<file path="config.mk">
export PLATFORM = sky130hd
export DESIGN_NAME = utf8_to_utf16_transcoder_core
export DESIGN_NICKNAME = d
export VERILOG_FILES = /design/src/hdl/utt_pkg.sv /design/src/hdl/utf8_to_utf16_transcoder_core.sv /design/src/hdl/utt_front.sv /design/src/hdl/utt_queue.sv /design/src/hdl/utt_back.sv
export SDC_FILE = /design/constraint.sdc
export NUM_CORES = 1
export LEC_CHECK = 0
export BUFFER_PORTS_ARGS = -buffer_cell sky130_fd_sc_hd__buf_2
export CORE_MARGIN = 3
export CORE_UTILIZATION = 25
export CTS_BUF_LIST = sky130_fd_sc_hd__clkbuf_4
export CTS_CLUSTER_SIZE = 28
export DETAILED_ROUTE_END_ITERATION = 6
export GPL_ROUTABILITY_DRIVEN = 0
export PLACE_DENSITY = 0.43
export SKIP_LAST_GASP = 1
export SLEW_MARGIN = 10
export SYNTH_ARGS = -nofsm -noshare
export SYNTH_HDL_FRONTEND = slang
export SYNTH_HIERARCHICAL = 1
export SYNTH_SLANG_ARGS = --single-unit
</file>
<file path="constraint.sdc">
create_clock -name clock -period 16.65 [get_ports clock]
set_clock_uncertainty 0.15 [all_clocks]
set_input_delay 1.665 -clock clock [delete_from_list [all_inputs] [get_ports clock]]
set_output_delay 1.665 -clock clock [all_outputs]
set_load 0.02 [all_outputs]
</file>
<file path="src/hdl/utt_pkg.sv">
// shared types and constants for the utf-8 to utf-16 transcoder
package utt_pkg;

   localparam int          UNIT_SLOTS          = 4;
   localparam int          QUEUE_DEPTH_DEFAULT = 2;
   localparam logic [11:0] CAPACITY_RESET      = 12'd63;

   localparam logic [15:0] REPL_UNIT      = 16'hFFFD;
   localparam logic [15:0] HIGH_SURR_BASE = 16'hD800;
   localparam logic [15:0] LOW_SURR_BASE  = 16'hDC00;
   localparam logic [20:0] SUPP_BASE      = 21'h010000;
   localparam logic [20:0] CODE_MAX       = 21'h10FFFF;
   localparam logic [20:0] TWO_BYTE_MIN   = 21'h000080;
   localparam logic [20:0] THREE_BYTE_MIN = 21'h000800;
   localparam logic [9:0]  TEN_BIT_MASK   = 10'h3FF;

   typedef struct packed {
      logic [UNIT_SLOTS-1:0][15:0] units;
      logic [2:0]                  n_units;
      logic                        term;
      logic [11:0]                 base;
   } entry_type;

endpackage

</file>
<file path="src/hdl/utf8_to_utf16_transcoder_core.sv">
// top level of the utf-8 to utf-16 transcoder
//
// req channel: one utf-8 byte per item, req_final_byte set on the last byte
// of a string. rsp channel: utf-16 code units, each with the running unit
// count; rsp_run_last marks the last result caused by an input item, and
// rsp_string_end marks the zero terminator sent after every final byte.
// csr_write_enable loads the unit capacity register read by the decoder.
// a byte is decoded in the cycle it is accepted and its burst (zero to five
// results) is queued, then walked out through the result register.
// bytes are taken one per cycle while the queue is not full and results leave
// one per cycle while rsp_ready is high; a burst is sent one result at a time,
// and the queue depth sets how many bursts may wait before req_ready drops.
// a stalled receiver holds the result register and fills the queue, after
// which req_ready goes low. reset clears the decoder state, the queue and
// the valid bit of the result register, and sets the capacity to 63 units.
module utf8_to_utf16_transcoder_core #(
   parameter int QUEUE_DEPTH = utt_pkg::QUEUE_DEPTH_DEFAULT
) (
   input  logic        clock,
   input  logic        reset,
   input  logic        req_valid,
   output logic        req_ready,
   input  logic [7:0]  req_data_byte,
   input  logic        req_final_byte,
   output logic        rsp_valid,
   input  logic        rsp_ready,
   output logic [15:0] rsp_code_unit,
   output logic        rsp_run_last,
   output logic        rsp_string_end,
   output logic [11:0] rsp_unit_count,
   input  logic        csr_write_enable,
   input  logic [11:0] csr_write_data
);
   import utt_pkg::*;

   logic [11:0] capacity_ff, capacity_in;
   logic        accept, push, pop, q_full, q_empty;
   entry_type   push_entry, head;

   assign capacity_in = csr_write_enable ? csr_write_data : capacity_ff;
   assign req_ready   = !q_full;
   assign accept      = req_valid && req_ready;

   always_ff @(posedge clock) begin
      if (reset) begin
         capacity_ff <= CAPACITY_RESET;
      end else begin
         capacity_ff <= capacity_in;
      end
   end

   utt_front u_front (
      .clock         (clock),
      .reset         (reset),
      .accept        (accept),
      .data_byte     (req_data_byte),
      .final_byte    (req_final_byte),
      .unit_capacity (capacity_ff),
      .push          (push),
      .entry         (push_entry)
   );

   utt_queue #(
      .DEPTH (QUEUE_DEPTH)
   ) u_queue (
      .clock      (clock),
      .reset      (reset),
      .push       (push),
      .push_entry (push_entry),
      .pop        (pop),
      .full       (q_full),
      .empty      (q_empty),
      .head       (head)
   );

   utt_back u_back (
      .clock          (clock),
      .reset          (reset),
      .empty          (q_empty),
      .head           (head),
      .pop            (pop),
      .rsp_valid      (rsp_valid),
      .rsp_ready      (rsp_ready),
      .rsp_code_unit  (rsp_code_unit),
      .rsp_run_last   (rsp_run_last),
      .rsp_string_end (rsp_string_end),
      .rsp_unit_count (rsp_unit_count)
   );

endmodule

</file>
<file path="src/hdl/utt_front.sv">
// front end: decodes one byte per item, applies capacity and queues the burst
module utt_front (
   input  logic               clock,
   input  logic               reset,
   input  logic               accept,
   input  logic [7:0]         data_byte,
   input  logic               final_byte,
   input  logic [11:0]        unit_capacity,
   output logic               push,
   output utt_pkg::entry_type entry
);
   import utt_pkg::*;

   logic [20:0] code_bits_ff, code_bits_in;
   logic [1:0]  expected_ff, expected_in;
   logic [1:0]  seen_ff, seen_in;
   logic [11:0] written_ff, written_in;
   logic        full_ff, full_in;

   logic        pend, cont;
   logic [2:0]  k1, k2, m, t, kept, avail;
   logic [15:0] m0, m1;
   logic [20:0] gathered, vbits;
   logic [1:0]  seen_next;
   logic        bad;
   logic [11:0] diff;
   logic        full_next;
   logic [15:0] slot_unit [UNIT_SLOTS];

   always_comb begin
      pend         = expected_ff != 2'd0;
      cont         = data_byte[7:6] == 2'b10;
      k1           = 3'd0;
      k2           = 3'd0;
      m            = 3'd0;
      m0           = REPL_UNIT;
      m1           = REPL_UNIT;
      code_bits_in = code_bits_ff;
      expected_in  = expected_ff;
      seen_in      = seen_ff;
      gathered     = {code_bits_ff[14:0], data_byte[5:0]};
      seen_next    = seen_ff + 2'd1;
      vbits        = gathered - SUPP_BASE;
      bad          = 1'b0;
      if (!full_ff) begin
         if (!pend || !cont) begin
            if (pend) begin
               k1 = {1'b0, seen_ff} + 3'd1;
            end
            code_bits_in = '0;
            expected_in  = 2'd0;
            seen_in      = 2'd0;
            if (!data_byte[7]) begin
               m  = 3'd1;
               m0 = {8'd0, data_byte};
            end else if (data_byte[7:5] == 3'b110) begin
               expected_in  = 2'd1;
               code_bits_in = {16'd0, data_byte[4:0]};
            end else if (data_byte[7:4] == 4'b1110) begin
               expected_in  = 2'd2;
               code_bits_in = {17'd0, data_byte[3:0]};
            end else if (data_byte[7:3] == 5'b11110) begin
               expected_in  = 2'd3;
               code_bits_in = {18'd0, data_byte[2:0]};
            end else begin
               m = 3'd1;
            end
         end else begin
            code_bits_in = gathered;
            seen_in      = seen_next;
            if (seen_next == expected_ff) begin
               case (expected_ff)
                  2'd1: begin
                     bad = gathered < TWO_BYTE_MIN;
                  end
                  2'd2: begin
                     bad = gathered < THREE_BYTE_MIN || gathered[15:11] == 5'b11011;
                  end
                  default: begin
                     bad = gathered < SUPP_BASE || gathered > CODE_MAX;
                  end
               endcase
               code_bits_in = '0;
               expected_in  = 2'd0;
               seen_in      = 2'd0;
               if (bad) begin
                  m = 3'd1;
               end else if (expected_ff == 2'd3) begin
                  m  = 3'd2;
                  m0 = HIGH_SURR_BASE + {6'd0, vbits[19:10] & TEN_BIT_MASK};
                  m1 = LOW_SURR_BASE + {6'd0, vbits[9:0]};
               end else begin
                  m  = 3'd1;
                  m0 = gathered[15:0];
               end
            end
         end
      end
      if (final_byte && expected_in != 2'd0) begin
         k2 = {1'b0, seen_in} + 3'd1;
      end
      t = k1 + m + k2;
      for (int i = 0; i < UNIT_SLOTS; i++) begin
         if (3'(i) < k1) begin
            slot_unit[i] = REPL_UNIT;
         end else if (3'(i) < k1 + m) begin
            slot_unit[i] = (3'(i) == k1) ? m0 : m1;
         end else begin
            slot_unit[i] = REPL_UNIT;
         end
      end
      diff = unit_capacity - written_ff;
      if (unit_capacity <= written_ff) begin
         avail = 3'd0;
      end else if (diff > 12'd7) begin
         avail = 3'd7;
      end else begin
         avail = diff[2:0];
      end
      if (m == 3'd2) begin
         kept = (avail >= 3'd2) ? 3'd2 : 3'd0;
      end else begin
         kept = (t < avail) ? t : avail;
      end
      full_next = full_ff || (kept < t);
      if (final_byte || full_next) begin
         code_bits_in = '0;
         expected_in  = 2'd0;
         seen_in      = 2'd0;
      end
      written_in = final_byte ? 12'd0 : written_ff + {9'd0, kept};
      full_in    = final_byte ? 1'b0 : full_next;
      for (int i = 0; i < UNIT_SLOTS; i++) begin
         entry.units[i] = slot_unit[i];
      end
      entry.n_units = kept;
      entry.term    = final_byte;
      entry.base    = written_ff;
      push          = accept && (kept != 3'd0 || final_byte);
   end

   always_ff @(posedge clock) begin
      if (reset) begin
         code_bits_ff <= '0;
         expected_ff  <= '0;
         seen_ff      <= '0;
         written_ff   <= '0;
         full_ff      <= 1'b0;
      end else if (accept) begin
         code_bits_ff <= code_bits_in;
         expected_ff  <= expected_in;
         seen_ff      <= seen_in;
         written_ff   <= written_in;
         full_ff      <= full_in;
      end
   end

endmodule

</file>
<file path="src/hdl/utt_queue.sv">
// short queue of decoded bursts between front and back
module utt_queue #(
   parameter int DEPTH = utt_pkg::QUEUE_DEPTH_DEFAULT
) (
   input  logic               clock,
   input  logic               reset,
   input  logic               push,
   input  utt_pkg::entry_type push_entry,
   input  logic               pop,
   output logic               full,
   output logic               empty,
   output utt_pkg::entry_type head
);
   import utt_pkg::*;

   localparam int PTR_W = (DEPTH > 1) ? $clog2(DEPTH) : 1;
   localparam int CNT_W = $clog2(DEPTH + 1);

   entry_type        slots_ff [DEPTH];
   logic [PTR_W-1:0] wr_ptr_ff, wr_ptr_in;
   logic [PTR_W-1:0] rd_ptr_ff, rd_ptr_in;
   logic [CNT_W-1:0] count_ff, count_in;

   always_comb begin
      full      = count_ff == CNT_W'(DEPTH);
      empty     = count_ff == '0;
      head      = slots_ff[rd_ptr_ff];
      wr_ptr_in = wr_ptr_ff;
      rd_ptr_in = rd_ptr_ff;
      count_in  = count_ff;
      if (push) begin
         wr_ptr_in = (wr_ptr_ff == PTR_W'(DEPTH - 1)) ? '0 : wr_ptr_ff + 1'b1;
      end
      if (pop) begin
         rd_ptr_in = (rd_ptr_ff == PTR_W'(DEPTH - 1)) ? '0 : rd_ptr_ff + 1'b1;
      end
      if (push && !pop) begin
         count_in = count_ff + 1'b1;
      end else if (pop && !push) begin
         count_in = count_ff - 1'b1;
      end
   end

   always_ff @(posedge clock) begin
      if (push) begin
         slots_ff[wr_ptr_ff] <= push_entry;
      end
   end

   always_ff @(posedge clock) begin
      if (reset) begin
         wr_ptr_ff <= '0;
         rd_ptr_ff <= '0;
         count_ff  <= '0;
      end else begin
         wr_ptr_ff <= wr_ptr_in;
         rd_ptr_ff <= rd_ptr_in;
         count_ff  <= count_in;
      end
   end

`ifndef SYNTHESIS
   assert property (@(posedge clock) disable iff (reset) full |-> !push || pop)
      else $error("queue written while full");
   assert property (@(posedge clock) disable iff (reset) pop |-> !empty)
      else $error("queue read while empty");
   assert property (@(posedge clock) disable iff (reset)
      push && !pop |=> count_ff == $past(count_ff) + 1'b1)
      else $error("queue count lost a push");
`endif

endmodule

</file>
<file path="src/hdl/utt_back.sv">
// back end: walks each queued burst and drives the result register
module utt_back (
   input  logic               clock,
   input  logic               reset,
   input  logic               empty,
   input  utt_pkg::entry_type head,
   output logic               pop,
   output logic               rsp_valid,
   input  logic               rsp_ready,
   output logic [15:0]        rsp_code_unit,
   output logic               rsp_run_last,
   output logic               rsp_string_end,
   output logic [11:0]        rsp_unit_count
);
   import utt_pkg::*;

   logic        valid_ff, valid_in;
   logic [2:0]  idx_ff, idx_in;
   logic [15:0] unit_ff, unit_in;
   logic        last_ff, last_in;
   logic        end_ff, end_in;
   logic [11:0] count_ff, count_in;

   logic       load;
   logic [2:0] n_res;

   always_comb begin
      n_res    = head.n_units + {2'd0, head.term};
      load     = !empty && (!valid_ff || rsp_ready);
      last_in  = idx_ff == n_res - 3'd1;
      pop      = load && last_in;
      valid_in = load || (valid_ff && !rsp_ready);
      idx_in   = idx_ff;
      if (load) begin
         idx_in = last_in ? 3'd0 : idx_ff + 3'd1;
      end
      if (idx_ff < head.n_units) begin
         unit_in  = head.units[idx_ff[1:0]];
         end_in   = 1'b0;
         count_in = head.base + {9'd0, idx_ff} + 12'd1;
      end else begin
         unit_in  = 16'd0;
         end_in   = 1'b1;
         count_in = head.base + {9'd0, head.n_units};
      end
   end

   always_ff @(posedge clock) begin
      if (reset) begin
         valid_ff <= 1'b0;
         idx_ff   <= '0;
      end else begin
         valid_ff <= valid_in;
         idx_ff   <= idx_in;
      end
   end

   always_ff @(posedge clock) begin
      if (load) begin
         unit_ff  <= unit_in;
         last_ff  <= last_in;
         end_ff   <= end_in;
         count_ff <= count_in;
      end
   end

   assign rsp_valid      = valid_ff;
   assign rsp_code_unit  = unit_ff;
   assign rsp_run_last   = last_ff;
   assign rsp_string_end = end_ff;
   assign rsp_unit_count = count_ff;

`ifndef SYNTHESIS
   assert property (@(posedge clock) disable iff (reset)
      valid_ff && end_ff |-> unit_ff == 16'd0 && last_ff)
      else $error("terminator must be zero and close its item");
   assert property (@(posedge clock) disable iff (reset)
      valid_ff && !end_ff |-> count_ff != 12'd0)
      else $error("code unit with zero count");
   assert property (@(posedge clock) disable iff (reset)
      pop |-> idx_in == 3'd0)
      else $error("burst index not rewound on pop");
`endif

endmodule

</file>
* Yosys cells after proc, flatten, opt, wreduce, memory -nomap -nowiden
Memories as Yosys holds them, arrays and structs flattened. A register that Yosys moved wholly into a read port is not among the register bits.
Cells that the tools add are included.
** Word-level totals
- Bits in registers :: 82
- RAM bits :: 160
- Bits of input ports :: 26
- Output and inout port bits :: 32
- Word-level logic and storage cells :: 182
- Memories :: 1
** Memories
- u_queue.slots_ff :: words 2, width 80, rd ports 1, clocked after memory_dff 1, wr ports 1, RTL line utt_queue.sv:19 : entry_type slots_ff [DEPTH];
** Cells by class
- Add/sub/neg operators :: 20
- $lt $le $gt $ge :: 19
- Equal/unequal tests :: 16
- Muxes and demuxes :: 80
- Reduce and logical (&&, ||, !) cells :: 31
** Operator list (count)
- $mux 16 :: 24
- $mux 15 :: 6
- $mux 3 :: 17
- $add 12x3->12 :: 3
- $add 15x11->16 const A :: 2
- $bmux 16 s2 :: 1
- $mux 2 :: 16
- $mux 12 :: 2
- $gt 21x21->1 const B :: 1
- $lt 21x12->1 const B :: 1
- $lt 21x17->1 const B :: 1
- $lt 21x8->1 const B :: 1
- $sub 20x17->20 const B :: 1
- $add 12x1->12 const B :: 1
- $gt 12x3->1 const B :: 1
- $le 12x12->1 :: 1
- $lt 1x3->1 const A :: 4
- $lt 2x3->1 const A :: 4
- $mux 1 :: 12
- $sub 12x12->12 :: 1
- $eq 5x5->1 const B :: 2
- $lt 3x3->1 :: 3
- $eq 2x2->1 const B :: 4
- $logic_and 1x1->1 :: 8
- 28 further kinds :: 49

* Logic depth before layout (Yosys ltp)
Gate-level depths: netlist (run 1).
- Depth after elaboration :: 22
- Depth in mapped cells :: 28
- Mapped depth without buffers :: 27

* By module
Netlist (run 1), hierarchy kept.
** By module, submodules not included
- utt_queue :: instances 1, cells an instance 271, area each 6008.3 um^2
- utt_front :: instances 1, cells an instance 486, area each 3514.6 um^2
- utt_back :: instances 1, cells an instance 159, area each 2163.3 um^2
- utf8_to_utf16_transcoder_core :: instances 1, cells an instance 41, area each 454.2 um^2

* Least setup slack after synthesis (run 1)
Ideal clock, no wire load.
- Path kind :: input to register
- Start point :: in req_data_byte[5]
- End point :: mem u_queue/slots_ff[0][0] (netlist name), enable pin
- Setup time :: 528 ps
- Data arrival time :: 9528 ps
- Required time :: 15972 ps
- Slack :: 6443 ps
- Stages :: 19
- Buffers on the path :: 2
- Path through :: clkbuf_1 > nand3_1 > nor4_1 > nand4_1 > a311o_1 > or3_1 > buf_2 > inv_2 > fa_1 > fa_1 > xor2_1 > xor2_1 > ha_1 > a211oi_1 > o21ai_0 > o211ai_1 > a21o_1 > o221a_2 > nor2b_1
** On the way
- Cells in the longest elaborated chain, start to end :: 20
- Elaborated cells on any way between the ends :: 41
** Ends and longest elaborated chain
- start, declared :: RTL line utf8_to_utf16_transcoder_core.sv:23 : input logic [7:0] req_data_byte,
- $lt 21x17->1, or another cell as far along :: RTL line utt_front.sv:80 : bad = gathered < SUPP_BASE || gathered > CODE_MAX;
- $logic_or 1x1->1, on equally long branches :: RTL line utt_front.sv:80, utt_front.sv:77
- $pmux 1 s2 :: RTL line utt_front.sv:72 : case (expected_ff)
- $mux 1 :: RTL line utt_front.sv:71 : if (seen_next == expected_ff) begin
- $mux 1 :: RTL line utt_front.sv:46 : if (!pend || !cont) begin
- $mux 1 :: RTL line utt_front.sv:45 : if (!full_ff) begin
- $mux 3 :: RTL line utt_front.sv:86 : if (bad) begin
- $mux 3 :: RTL line utt_front.sv:71
- [5 not listed]
- $mux 3 :: RTL line utt_front.sv:123 : kept = (t < avail) ? t : avail;
- $mux 3 (*) :: RTL line utt_front.sv:120 : if (m == 3'd2) begin
- $reduce_bool 3->1 (*) :: RTL line utt_front.sv:139 : push = accept && (kept != 3'd0 || final_byte);
- $logic_or 1x1->1 (*) :: RTL line utt_front.sv:139
- $logic_and 1x1->1 (*) :: RTL line utt_front.sv:139
- via push :: RTL line utf8_to_utf16_transcoder_core.sv:37 : logic accept, push, pop, q_full, q_empty;
- $mux 1 (*) :: RTL line utt_queue.sv:45 : if (push) begin
- $mux 1 (implied by the code) (*) :: RTL line utt_queue.sv:46 : slots_ff[wr_ptr_ff] <= push_entry;
- end, declared :: RTL line utt_queue.sv:19
The timed path passes the listed nets; every way through them passes the cells marked *. The select of a mux whose other input is x is not followed.

* Worst setup path in the final report (run 1)
- Start point :: in req_data_byte[0]
- End point :: mem u_queue/slots_ff[0][57] (netlist name), enable pin
** On the way
- Cells in the longest elaborated chain, start to end :: 20
- Elaborated cells on any way between the ends :: 25
** Ends and longest elaborated chain (RTL line)
- $lt 21x17->1, or another cell as far along :: utt_front.sv:80
- $logic_or 1x1->1, on equally long branches :: utt_front.sv:80, utt_front.sv:77
- $pmux 1 s2 (*) :: utt_front.sv:72
- $mux 1 (*) :: utt_front.sv:71
- $mux 1 (*) :: utt_front.sv:46
- $mux 1 (*) :: utt_front.sv:45
- $mux 3 (*) :: utt_front.sv:86
- $mux 3 (*) :: utt_front.sv:71
- [5 not listed]
- $mux 3 :: utt_front.sv:123
- $mux 3 (*) :: utt_front.sv:120
- $reduce_bool 3->1 (*) :: utt_front.sv:139
- $logic_or 1x1->1 (*) :: utt_front.sv:139
- $logic_and 1x1->1 (*) :: utt_front.sv:139
- via push :: utf8_to_utf16_transcoder_core.sv:37
- $mux 1 (*) :: utt_queue.sv:45
- $mux 1 (implied by the code) (*) :: utt_queue.sv:46
Marks and branches as above.

==> results.py, run 1 <==
metrics = {
    "die": {
        "start_util_pct": 25.4,
        "design.die.area_mm2": 0.0512,
        "core-area_mm2": 0.0478,
        "rows": 80,
        "fp.dieW_um": 226,
        "ios": 58,
        "die_h_um": 226,
    },
    "global_routing": {
        "grt_pass1_wl_um": 47100,
        "grt_pass1_vias": 8089,
        "antenna_found_initial": 4,
        "grt_remaining_overflow": 0,
        "grt_max_degree": 68,
        "track_usage_pct": 11.9,
    },
    "timing": {
        "worst_slew_pin_slew_ps": 1110,
        "fmax_ghz": 0.130,
        "setup_viol": 0,
        "rsz0062_at_grt": "false",
        "fin_crit_ps": 7700,
        "slew_viol_final": 0,
        "hold_viol_final": 0,
        "fin_setup_tns_ps": 0,
        "fin_crit_sh_pct": 46.3,
        "fin_ws_ps": 8950,
        "maxSlewHeadroom_pct": 25.2,
    },
    "setup_path": {
        "crit_end": "u_queue/slots_ff[0][57]",
        "worstSetupPathDepth": 19,
        "crit_fanout": 67,
        "startpoint": "req_data_byte[0]",
        "critical_path_required_ps": 16790,
        "rrSetupSlack_ps": 9310,
        "path_cells": "buf_2 > nand4_1 > nor4_1 > nand4_1 > a311o_1 > or3_1 > inv_2 > fa_1 > fa_1 > xor2_1 > xor2_1 > ha_1 > a211oi_1 > o21ai_0 > o211ai_1 > a21o_1 > o221a_2 > nor2b_4 > buf_4",
        "cp-start-kind": "input port",
        "reg2reg_depth": 20,
        "rr_endpoint": "u_queue/slots_ff[0][57]",
        "r2r-start": "u_front/expected_ff[0]",
        "slowest_stage": "buf_4",
        "arrival_ps": 7840,
        "worstPathBufferInverterCount": 3,
        "cp-end-kind": "flop",
        "cp_top_family": "simple AND/OR/NAND/NOR gates",
        "critical_path.max_stage_delay_ps": 820,
        "crit_type": "input port to flop",
    },
    "clock_tree": {
        "cts_resized": 0,
        "cts_hold_buf": 0,
        "cts_tree": "done",
        "ctsHtreeMaxLevel": 3,
        "clock_latency_ps": 730,
        "clk_pin_slew_ps": 60,
        "cts-root-buf": "clkbuf_4",
        "postCtsSetupRepairBufs": 0,
        "cts_made_buffers": 67,
        "cts_num_sinks": 243,
        "cts_buffer_depth": 3,
    },
    "detailed_routing": {
        "drt-pass1-iter-count": 5,
        "drt-initial-drc-count": 383,
        "antenna_left": 0,
        "drc_errors": 0,
        "vias_per_cell": 4.63,
        "avgRoutedWirePerCell_um": 17.5,
        "wl_um": 30200,
        "vias": 7991,
    },
    "power_and_ir_drop": {
        "ir_worst_vdd_v": 0.0000503,
        "power_per_cell_area_mw_per_mm2": 138,
        "power.leakage_nw": 4.50,
        "power_mw": 1.92,
    },
    "logic_synthesis": {
        "yosysSeqAreaShare_pct": 55.7,
        "yosysUniqueCellTypes": 76,
        "synth_cells": 957,
        "yosysWarnings": 6,
        "yosysTopAreaCellShare_pct": 47.0,
        "synth_edf_count": 190,
        "synth-seq-cells": 243,
        "synthArstFlopShare_pct": 0,
        "synth_nets": 1031,
        "yosys.area.top_type": "edfxtp_1",
        "syn_area_mm2": 0.0121,
        "synth.area.top_cells": "edfxtp_1 (47%), dfxtp_1 (8.7%), mux2_2 (7.5%), ha_1 (4.3%), mux4_2 (2.4%)",
        "avgSynthCellArea_um2": 12.7,
        "synthFlopType": "edfxtp_1",
    },
    "placed_design": {
        "dpl_cell_area_mm2": 0.0130,
        "pre_cts_slack_ps": 8310,
        "portBuffers": 57,
        "place_hpwl_um": 20500,
    },
    "min_path": {
        "hold_path.class": "flop to flop",
        "min-delay-start": "u_front/written_ff[11]",
    },
    "final_layout": {
        "final_util_pct": 29.0,
        "final_cell_area_mm2": 0.0139,
        "drive_gt1_share_pct": 27.0,
        "syn2layout_area_growth_pct": 14.4,
        "fin_nets": 1131,
    },
    "status": {
        "status": "complete, no violations",
    },
    "job": {
        "maxCapViolCount": 0,
    },
}
==> Yosys cell counts (all sizes together), types with 2 or more instances <==
library cell and n:
inv 51, a31oi 3, nand2 56, nor3 17
and2 12, xor2 13, nand4 13, ha 42
mux2i 8, dlygate4sd1 2, a31o 2, xnor2 20
clkbuf 13, a22o 6, or2 3, nand3 14
nor3b 3, nor4 4, o211ai 5, nor2b 36
and4 2, a21oi 33, buf 21, a21o 7
fa 6, o21ai 48, o21bai 2, a211o 7
edfxtp 190, nand3b 4, or3 11, o21a 14
o22ai 7, o31ai 4, nor2 70, dfxtp 53
mux4 16, mux2 81, a221o 2, or4 4
a32o 16, a211oi 4, nand2b 12, a311o 2
and3 5
==> cells in the final DEF, fill, tap and decap left out, types with 13 or more instances in the layout <==
cell type,n
nand2_1,56
nor2b_1,33
o21a_1,14
inv_1,50
dfxtp_1,52
ha_1,42
xor2_1,13
mux4_2,13
nand3_1,14
a21oi_1,31
edfxtp_1,190
clkbuf_4,97
o21ai_0,46
nor3_1,13
xnor2_1,20
nand4_1,13
mux2_2,81
nor2_1,70
a32o_1,16
buf_2,57
clkinv_1,14
==> metal layers <==
layer	GRT usage, %	vias to the layer above	wire length, um
met4	4.66	2	751
met2	18.4	178	13600
met3	2.85	57	1320
met5	0	-	13
met1	16.3	3928	14400
li1	-	3826	-
==> cell type report <==
class	count	area (um^2)
repair buffers	67	360
clock inverters	20	108
flip-flops and latches	243	6770
fillers	4950	34000
multi-input cells	627	4950
inverters	51	191
clock buffers	97	728
well taps	615	769
diodes	5	12.5
==> worst min-delay path by stage <==
stage,cells past startpoint,to,slack (ps)
floorplan,0,u_queue/slots_ff[0][11],280
global placement,0,u_queue/slots_ff[0][11],290
detailed placement,0,u_queue/slots_ff[1][5],300
CTS,0,u_queue/slots_ff[0][11],300
global route,0,u_queue/slots_ff[1][11],310
finish,0,u_queue/slots_ff[0][11],300
==> sequential cells by signal, indices dropped and copies added, names as in the netlist, named ones only <==
register	cells
u_queue/slots_ff	160
u_back/rsp_code_unit	16
u_front/code_bits_ff	15
capacity_ff	12
u_back/rsp_unit_count	12
u_front/written_ff	12
u_back/idx_ff	3
u_front/expected_ff	2
u_front/seen_ff	2
u_queue/count_ff	2
u_back/rsp_run_last	1
u_back/rsp_string_end	1
u_back/rsp_valid	1
u_front/full_ff	1
u_queue/rd_ptr_ff	1
u_queue/wr_ptr_ff	1
==> where the power goes <==
group / total [mW] / switching [mW] / internal, mW
combinational: 0.575 / 0.353 / 0.222
sequential: 0.816 / 0.0305 / 0.786
clock: 0.532 / 0.249 / 0.283
total: 1.92 / 0.632 / 1.29
==> per-stage QoR <==
step | hold WS, ps | cells
after floorplan | 276 | 957
after global placement | 294 | 1603
after detailed placement | 298 | 1603
after CTS | 297 | 1720
after global routing | 312 | 1723
final | 304 | 1725
==> logic make-up after synthesis <==
| logic type | synth area share, % |
|---|---|
| AND/OR/NAND/NOR | 11.5 |
| flip-flops | 55.7 |
| AO/OA/AOI/OAI | 9.94 |
| multiplexers | 11.2 |
| buffers and inverters | 3.68 |
| adder cells (fa/ha/maj) | 5.32 |
| XOR/XNOR | 2.58 |
No activity file was read; power rests on OpenSTA's default activity.
==> inputs of run 2 (changes only) <==
--- a/config.mk
+++ b/config.mk
@@ -12,7 +12,7 @@
 export CTS_CLUSTER_SIZE = 28
 export DETAILED_ROUTE_END_ITERATION = 6
 export GPL_ROUTABILITY_DRIVEN = 0
-export PLACE_DENSITY = 0.43
+export PLACE_DENSITY = 0.45
 export SKIP_LAST_GASP = 1
 export SLEW_MARGIN = 10
 export SYNTH_ARGS = -nofsm -noshare
==> constraint.sdc (replaced) <==
create_clock -name clock -period 7 [get_ports clock]
set_clock_uncertainty 0.15 [all_clocks]
set_input_delay 0.7 -clock clock [delete_from_list [all_inputs] [get_ports clock]]
set_output_delay 0.7 -clock clock [all_outputs]
set_load 0.02 [all_outputs]
==> run 2 against run 1 <==
Compared with the run above: hold slack lost 210 ps; critical endpoint is now u_front/written_ff[10]; highest routed layer unchanged; critical path type is now flop to flop; design area up 1.3%; global-route usage barely moved; die area unchanged; sequential power is 140% higher; via count down 0.73%; register-to-register slack worse by 8700 ps; clock-buffer cell count grew 1; sequential share of layout area down 0.59 points; flip-flop and latch count unchanged; largest cell class unchanged.
==> results.py, run 2 (same netlist as run 1, synthesis figures left out) <==
metrics = {
    "detailed_routing": {
        "vias_per_cell": 4.58,
        "drt-initial-drc-count": 452,
        "antenna_left": 0,
        "drc_errors": 0,
        "avgRoutedWirePerCell_um": 17.5,
        "drt-pass1-iter-count": 5,
        "vias": 7933,
        "wl_um": 30300,
    },
    "placed_design": {
        "place_hpwl_um": 20800,
        "dpl_cell_area_mm2": 0.0132,
        "pre_cts_slack_ps": 246,
        "portBuffers": 57,
        "placed_cells": 1614,
    },
    "timing": {
        "maxSlewHeadroom_pct": 32.9,
        "rsz0062_at_grt": "false",
        "slew_viol_final": 0,
        "worst_slew_pin_slew_ps": 1010,
        "setup_viol": 0,
        "fin_ws_ps": 571,
        "fmax_ghz": 0.156,
        "fin_setup_tns_ps": 0,
        "hold_viol_final": 0,
        "fin_crit_ps": 6430,
        "fin_crit_sh_pct": 91.8,
    },
    "setup_path": {
        "critical_path_required_ps": 7480,
        "startpoint": "u_front/expected_ff[0]",
        "reg2reg_depth": 25,
        "crit_type": "flop to flop",
        "critPathMostFrequentCell": "ha_1",
        "arrival_ps": 6900,
        "slowest_stage": "fa_1",
        "crit_fanout": 6,
        "rrSetupSlack_ps": 570,
        "crit_end": "u_front/written_ff[10]",
        "critical_path.max_stage_delay_ps": 470,
        "cp-end-kind": "flop",
        "rr_endpoint": "u_front/written_ff[10]",
        "cp-start-kind": "flop",
        "r2r-start": "u_front/expected_ff[0]",
    },
    "global_routing": {
        "grt_max_degree": 67,
        "antenna_found_initial": 2,
        "grt_remaining_overflow": 0,
        "grt_pass1_wl_um": 47600,
        "track_usage_pct": 11.9,
        "grt_pass1_vias": 8301,
    },
    "clock_tree": {
        "ctsHtreeMaxLevel": 2,
        "cts_num_sinks": 243,
        "clock_latency_ps": 720,
        "cts_buffer_depth": 3,
        "cts-root-buf": "clkbuf_4",
        "cts_tree": "done",
        "clk_pin_slew_ps": 60,
        "cts_made_buffers": 61,
    },
    "die": {
        "core-area_mm2": 0.0478,
        "ios": 58,
        "rows": 80,
        "start_util_pct": 25.4,
        "fp.dieW_um": 226,
        "design.die.area_mm2": 0.0512,
        "die_h_um": 226,
    },
    "final_layout": {
        "syn2layout_area_growth_pct": 15.8,
        "fin_nets": 1143,
        "largest_register_ffs": 160,
        "final_cell_area_mm2": 0.0141,
        "final_cell_mix": "edfxtp_1 (190), clkbuf_4 (98), mux2_2 (81)",
        "regMostFlops": "u_queue/slots_ff",
        "fin_cells": 1732,
        "drive_gt1_share_pct": 28.2,
        "final_common_cell": "edfxtp_1",
    },
    "power_and_ir_drop": {
        "power.leakage_nw": 4.59,
        "power_per_cell_area_mw_per_mm2": 324,
        "ir_worst_vdd_v": 0.000129,
        "power_mw": 4.56,
    },
    "job": {
        "maxCapViolCount": 0,
    },
    "status": {
        "status": "complete, no violations",
    },
    "min_path": {
        "hold_path.class": "input port to flop",
    },
}
## run 2: metal layers
layer	global-route usage (%)	part of all wire [%]
met1	15.9	47
met2	19.2	46
met3	2.78	4.8
met4	3.89	2.2
met5	0	0.066
## run 2: report_power, final
group / internal (mW) / total [mW] / switching, mW
clock: 0.630 / 1.19 / 0.560
combinational: 0.566 / 1.44 / 0.870
sequential: 1.86 / 1.94 / 0.0727
total: 3.06 / 4.56 / 1.50
## run 2: area by class of cell
type                    count  area [um^2]
well taps                 615          769
multi-input cells         627         4960
repair buffers             85          573
clock buffers              98          736
diodes                      1         2.50
fillers                  4929        33800
flip-flops and latches    243         6770
inverters                  51          191
clock inverters            12         53.8
## run 2: metrics by stage
stage | hold WS (ps) | utilization (%)
floorplan | 276 | -
global placement | 296 | 27.6
detailed placement | 310 | 27.6
CTS | 14.2 | 29.3
global route | 22.9 | 29.4
finish | 93.0 | 29.4
## run 2: what timing repair did
item	4_1_cts	5_1_grt
resized for setup	0	5
hold buffers	6	0
endpoints found under the hold margin	6	0
setup endpoints to repair	0	26
setup buffers	0	1
## run 2: worst min-delay path by stage
stage | startpoint | endpoint | slack (ps) | cells past startpoint
after floorplan | u_front/written_ff[11] | u_queue/slots_ff[0][11] | 280 | 0
after detailed placement | u_front/written_ff[11] | u_queue/slots_ff[0][11] | 310 | 0
after CTS | csr_write_data[9] | capacity_ff[9] | 10 | 3
final | csr_write_data[7] | capacity_ff[7] | 90 | 3
after global placement | u_front/written_ff[5] | u_queue/slots_ff[0][5] | 300 | 0
after global routing | csr_write_data[8] | capacity_ff[8] | 20 | 3
## run 2: worst max-delay path: cells and delay by family (launching register included)
kind                       cells  cell delay [ps]
buffers and inverters          2              160
adders and majority gates      7             2340
xor gates and xnor gates       2              460
and+or+nand+nor                7             1580
AOI/OAI and AO/OA              7             1200
DFF                            1              460
==> inputs of run 3 (changes only) <==
--- a/config.mk
+++ b/config.mk
@@ -8,7 +8,6 @@
 export BUFFER_PORTS_ARGS = -buffer_cell sky130_fd_sc_hd__buf_2
 export CORE_MARGIN = 3
 export CORE_UTILIZATION = 25
-export CTS_BUF_LIST = sky130_fd_sc_hd__clkbuf_4
 export CTS_CLUSTER_SIZE = 28
 export DETAILED_ROUTE_END_ITERATION = 6
 export GPL_ROUTABILITY_DRIVEN = 0
==> run 3 against run 2 <==
Compared with the run above: utilization about the same; die area unchanged; global-route usage is 0.21 points lower; clock-buffer cell count decreased by 63; first-iteration DRC count increased by 10%; flip-flop and latch count unchanged; via count decreased by 2.3%; critical path depth unchanged; largest power group unchanged.
==> results.py, run 3 (same netlist as run 1, synthesis figures left out) <==
metrics = {
    "final_layout": {
        "fin_nets": 1101,
        "final_cell_area_mm2": 0.0141,
        "fillCellCount": 4900,
        "fin_cells": 1661,
        "regMostFlops": "u_queue/slots_ff",
        "drive_gt1_share_pct": 23.4,
        "final_common_cell": "edfxtp_1",
        "syn2layout_area_growth_pct": 15.8,
        "largest_register_ffs": 160,
        "final_cell_mix": "edfxtp_1 (190), mux2_2 (81), nor2_1 (69)",
    },
    "clock_tree": {
        "ctsHtreeMaxLevel": 1,
        "clk_pin_slew_ps": 60,
        "cts_hold_buf": 0,
        "cts_buffer_depth": 3,
        "cts_num_sinks": 243,
        "clock_latency_ps": 540,
        "cts_made_buffers": 26,
        "cts-root-buf": "clkbuf_16",
        "cts_tree": "done",
        "postCtsSetupRepairBufs": 0,
    },
    "setup_path": {
        "cp-end-kind": "flop",
        "critical_path_required_ps": 7320,
        "critical_path.max_stage_delay_ps": 470,
        "crit_type": "flop to flop",
        "cp_top_family": "adder cells",
        "slowest_stage": "fa_1",
        "crit_fanout": 6,
        "worstPathBufferInverterCount": 2,
        "startpoint": "u_front/expected_ff[0]",
        "r2r-start": "u_front/expected_ff[0]",
        "critPathMostFrequentCell": "ha_1",
        "cp-start-kind": "flop",
        "arrival_ps": 6760,
    },
    "detailed_routing": {
        "wl_um": 29900,
        "avgRoutedWirePerCell_um": 18.0,
        "drt-initial-drc-count": 499,
        "drt-pass1-iter-count": 5,
        "drc_errors": 0,
        "antenna_left": 0,
        "vias": 7753,
        "vias_per_cell": 4.67,
    },
    "placed_design": {
        "portBuffers": 57,
        "place_hpwl_um": 20800,
        "dpl_cell_area_mm2": 0.0132,
        "placed_cells": 1614,
    },
    "die": {
        "start_util_pct": 25.4,
        "core-area_mm2": 0.0478,
        "ios": 58,
        "fp.dieW_um": 226,
        "rows": 80,
        "die_h_um": 226,
        "design.die.area_mm2": 0.0512,
    },
    "timing": {
        "fin_crit_sh_pct": 92.1,
        "hold_viol_final": 0,
        "setup_viol": 0,
        "maxSlewHeadroom_pct": 32.0,
        "worst_slew_pin_slew_ps": 1020,
        "slew_viol_final": 0,
        "fin_crit_ps": 6450,
        "fmax_ghz": 0.155,
    },
    "global_routing": {
        "track_usage_pct": 11.7,
        "grt_remaining_overflow": 0,
        "antenna_found_initial": 1,
        "grt_pass1_vias": 8010,
        "grt_pass1_wl_um": 47000,
        "grt_max_degree": 67,
    },
    "min_path": {
        "hold_path.class": "input port to flop",
        "min-delay-start": "csr_write_data[0]",
    },
    "status": {
        "status": "complete, no violations",
    },
    "job": {
        "maxCapViolCount": 0,
    },
    "power_and_ir_drop": {
        "power_per_cell_area_mw_per_mm2": 339,
        "power_mw": 4.76,
        "power.leakage_nw": 4.48,
        "ir_worst_vdd_v": 0.000173,
    },
}
-- run 3: final cells by class --
type	count	area (um^2)	share of cell area (%)
sequential	243	6770	48.2
multi-input combinational	627	4960	35.3
tap	615	769	5.47
clock buffer	35	684	4.87
timing repair buffer	78	505	3.60
inverter	51	191	1.36
clock inverter	11	168	1.19
antenna	1	2.50	0.0178
-- run 3: path summary, 6_finish.rpt --
kind,endpoint,slack (ps),cells after the start
max,u_front/written_ff[10],550,25
min,capacity_ff[0],220,2
max reg2reg,u_front/written_ff[10],550,25
min reg2reg,u_queue/slots_ff[0][11],320,0
-- run 3: worst register-to-register path: cells and delay by family (launching register included) --
kind / cells / cell delay, ps
AND/OR/NAND/NOR: 7 / 1580
adder cells (fa/ha/maj): 7 / 2350
flip-flops: 1 / 450
XOR/XNOR: 2 / 480
AO/OA/AOI/OAI: 7 / 1210
buffers and inverters: 2 / 160
-- run 3: power breakdown --
part / internal (mW) / switching, mW / leakage (nW) / total, mW
sequential: 1.87 / 0.0724 / 1.91 / 1.94
combinational: 0.563 / 0.871 / 2.17 / 1.43
clock: 0.832 / 0.555 / 0.403 / 1.39
-- run 3: metal layers --
metal  vias up  wire length [um]  global-route usage (%)
li1       3722                 -                       -
met1      3834             14200                    16.1
met2       156             13600                    18.9
met3        39              1400                    2.11
met4         2               602                    3.32
met5         -                20                       0
-- run 3: metrics by stage --
stage | utilization, % | worst slack [ps] | hold slack [ps] | setup TNS (ps)
floorplan | - | 188 | 276 | 0
global placement | 27.6 | 414 | 296 | 0
detailed placement | 27.6 | 246 | 310 | 0
CTS | 29.3 | 404 | 195 | 0
global route | 29.4 | -0.883 | 208 | -0.883
finish | 29.4 | 555 | 220 | 0
-- run 3: what timing repair did --
action	CTS	global route
gates resized for setup	0	5
setup endpoints to repair	0	26
endpoints found under the hold margin	0	0
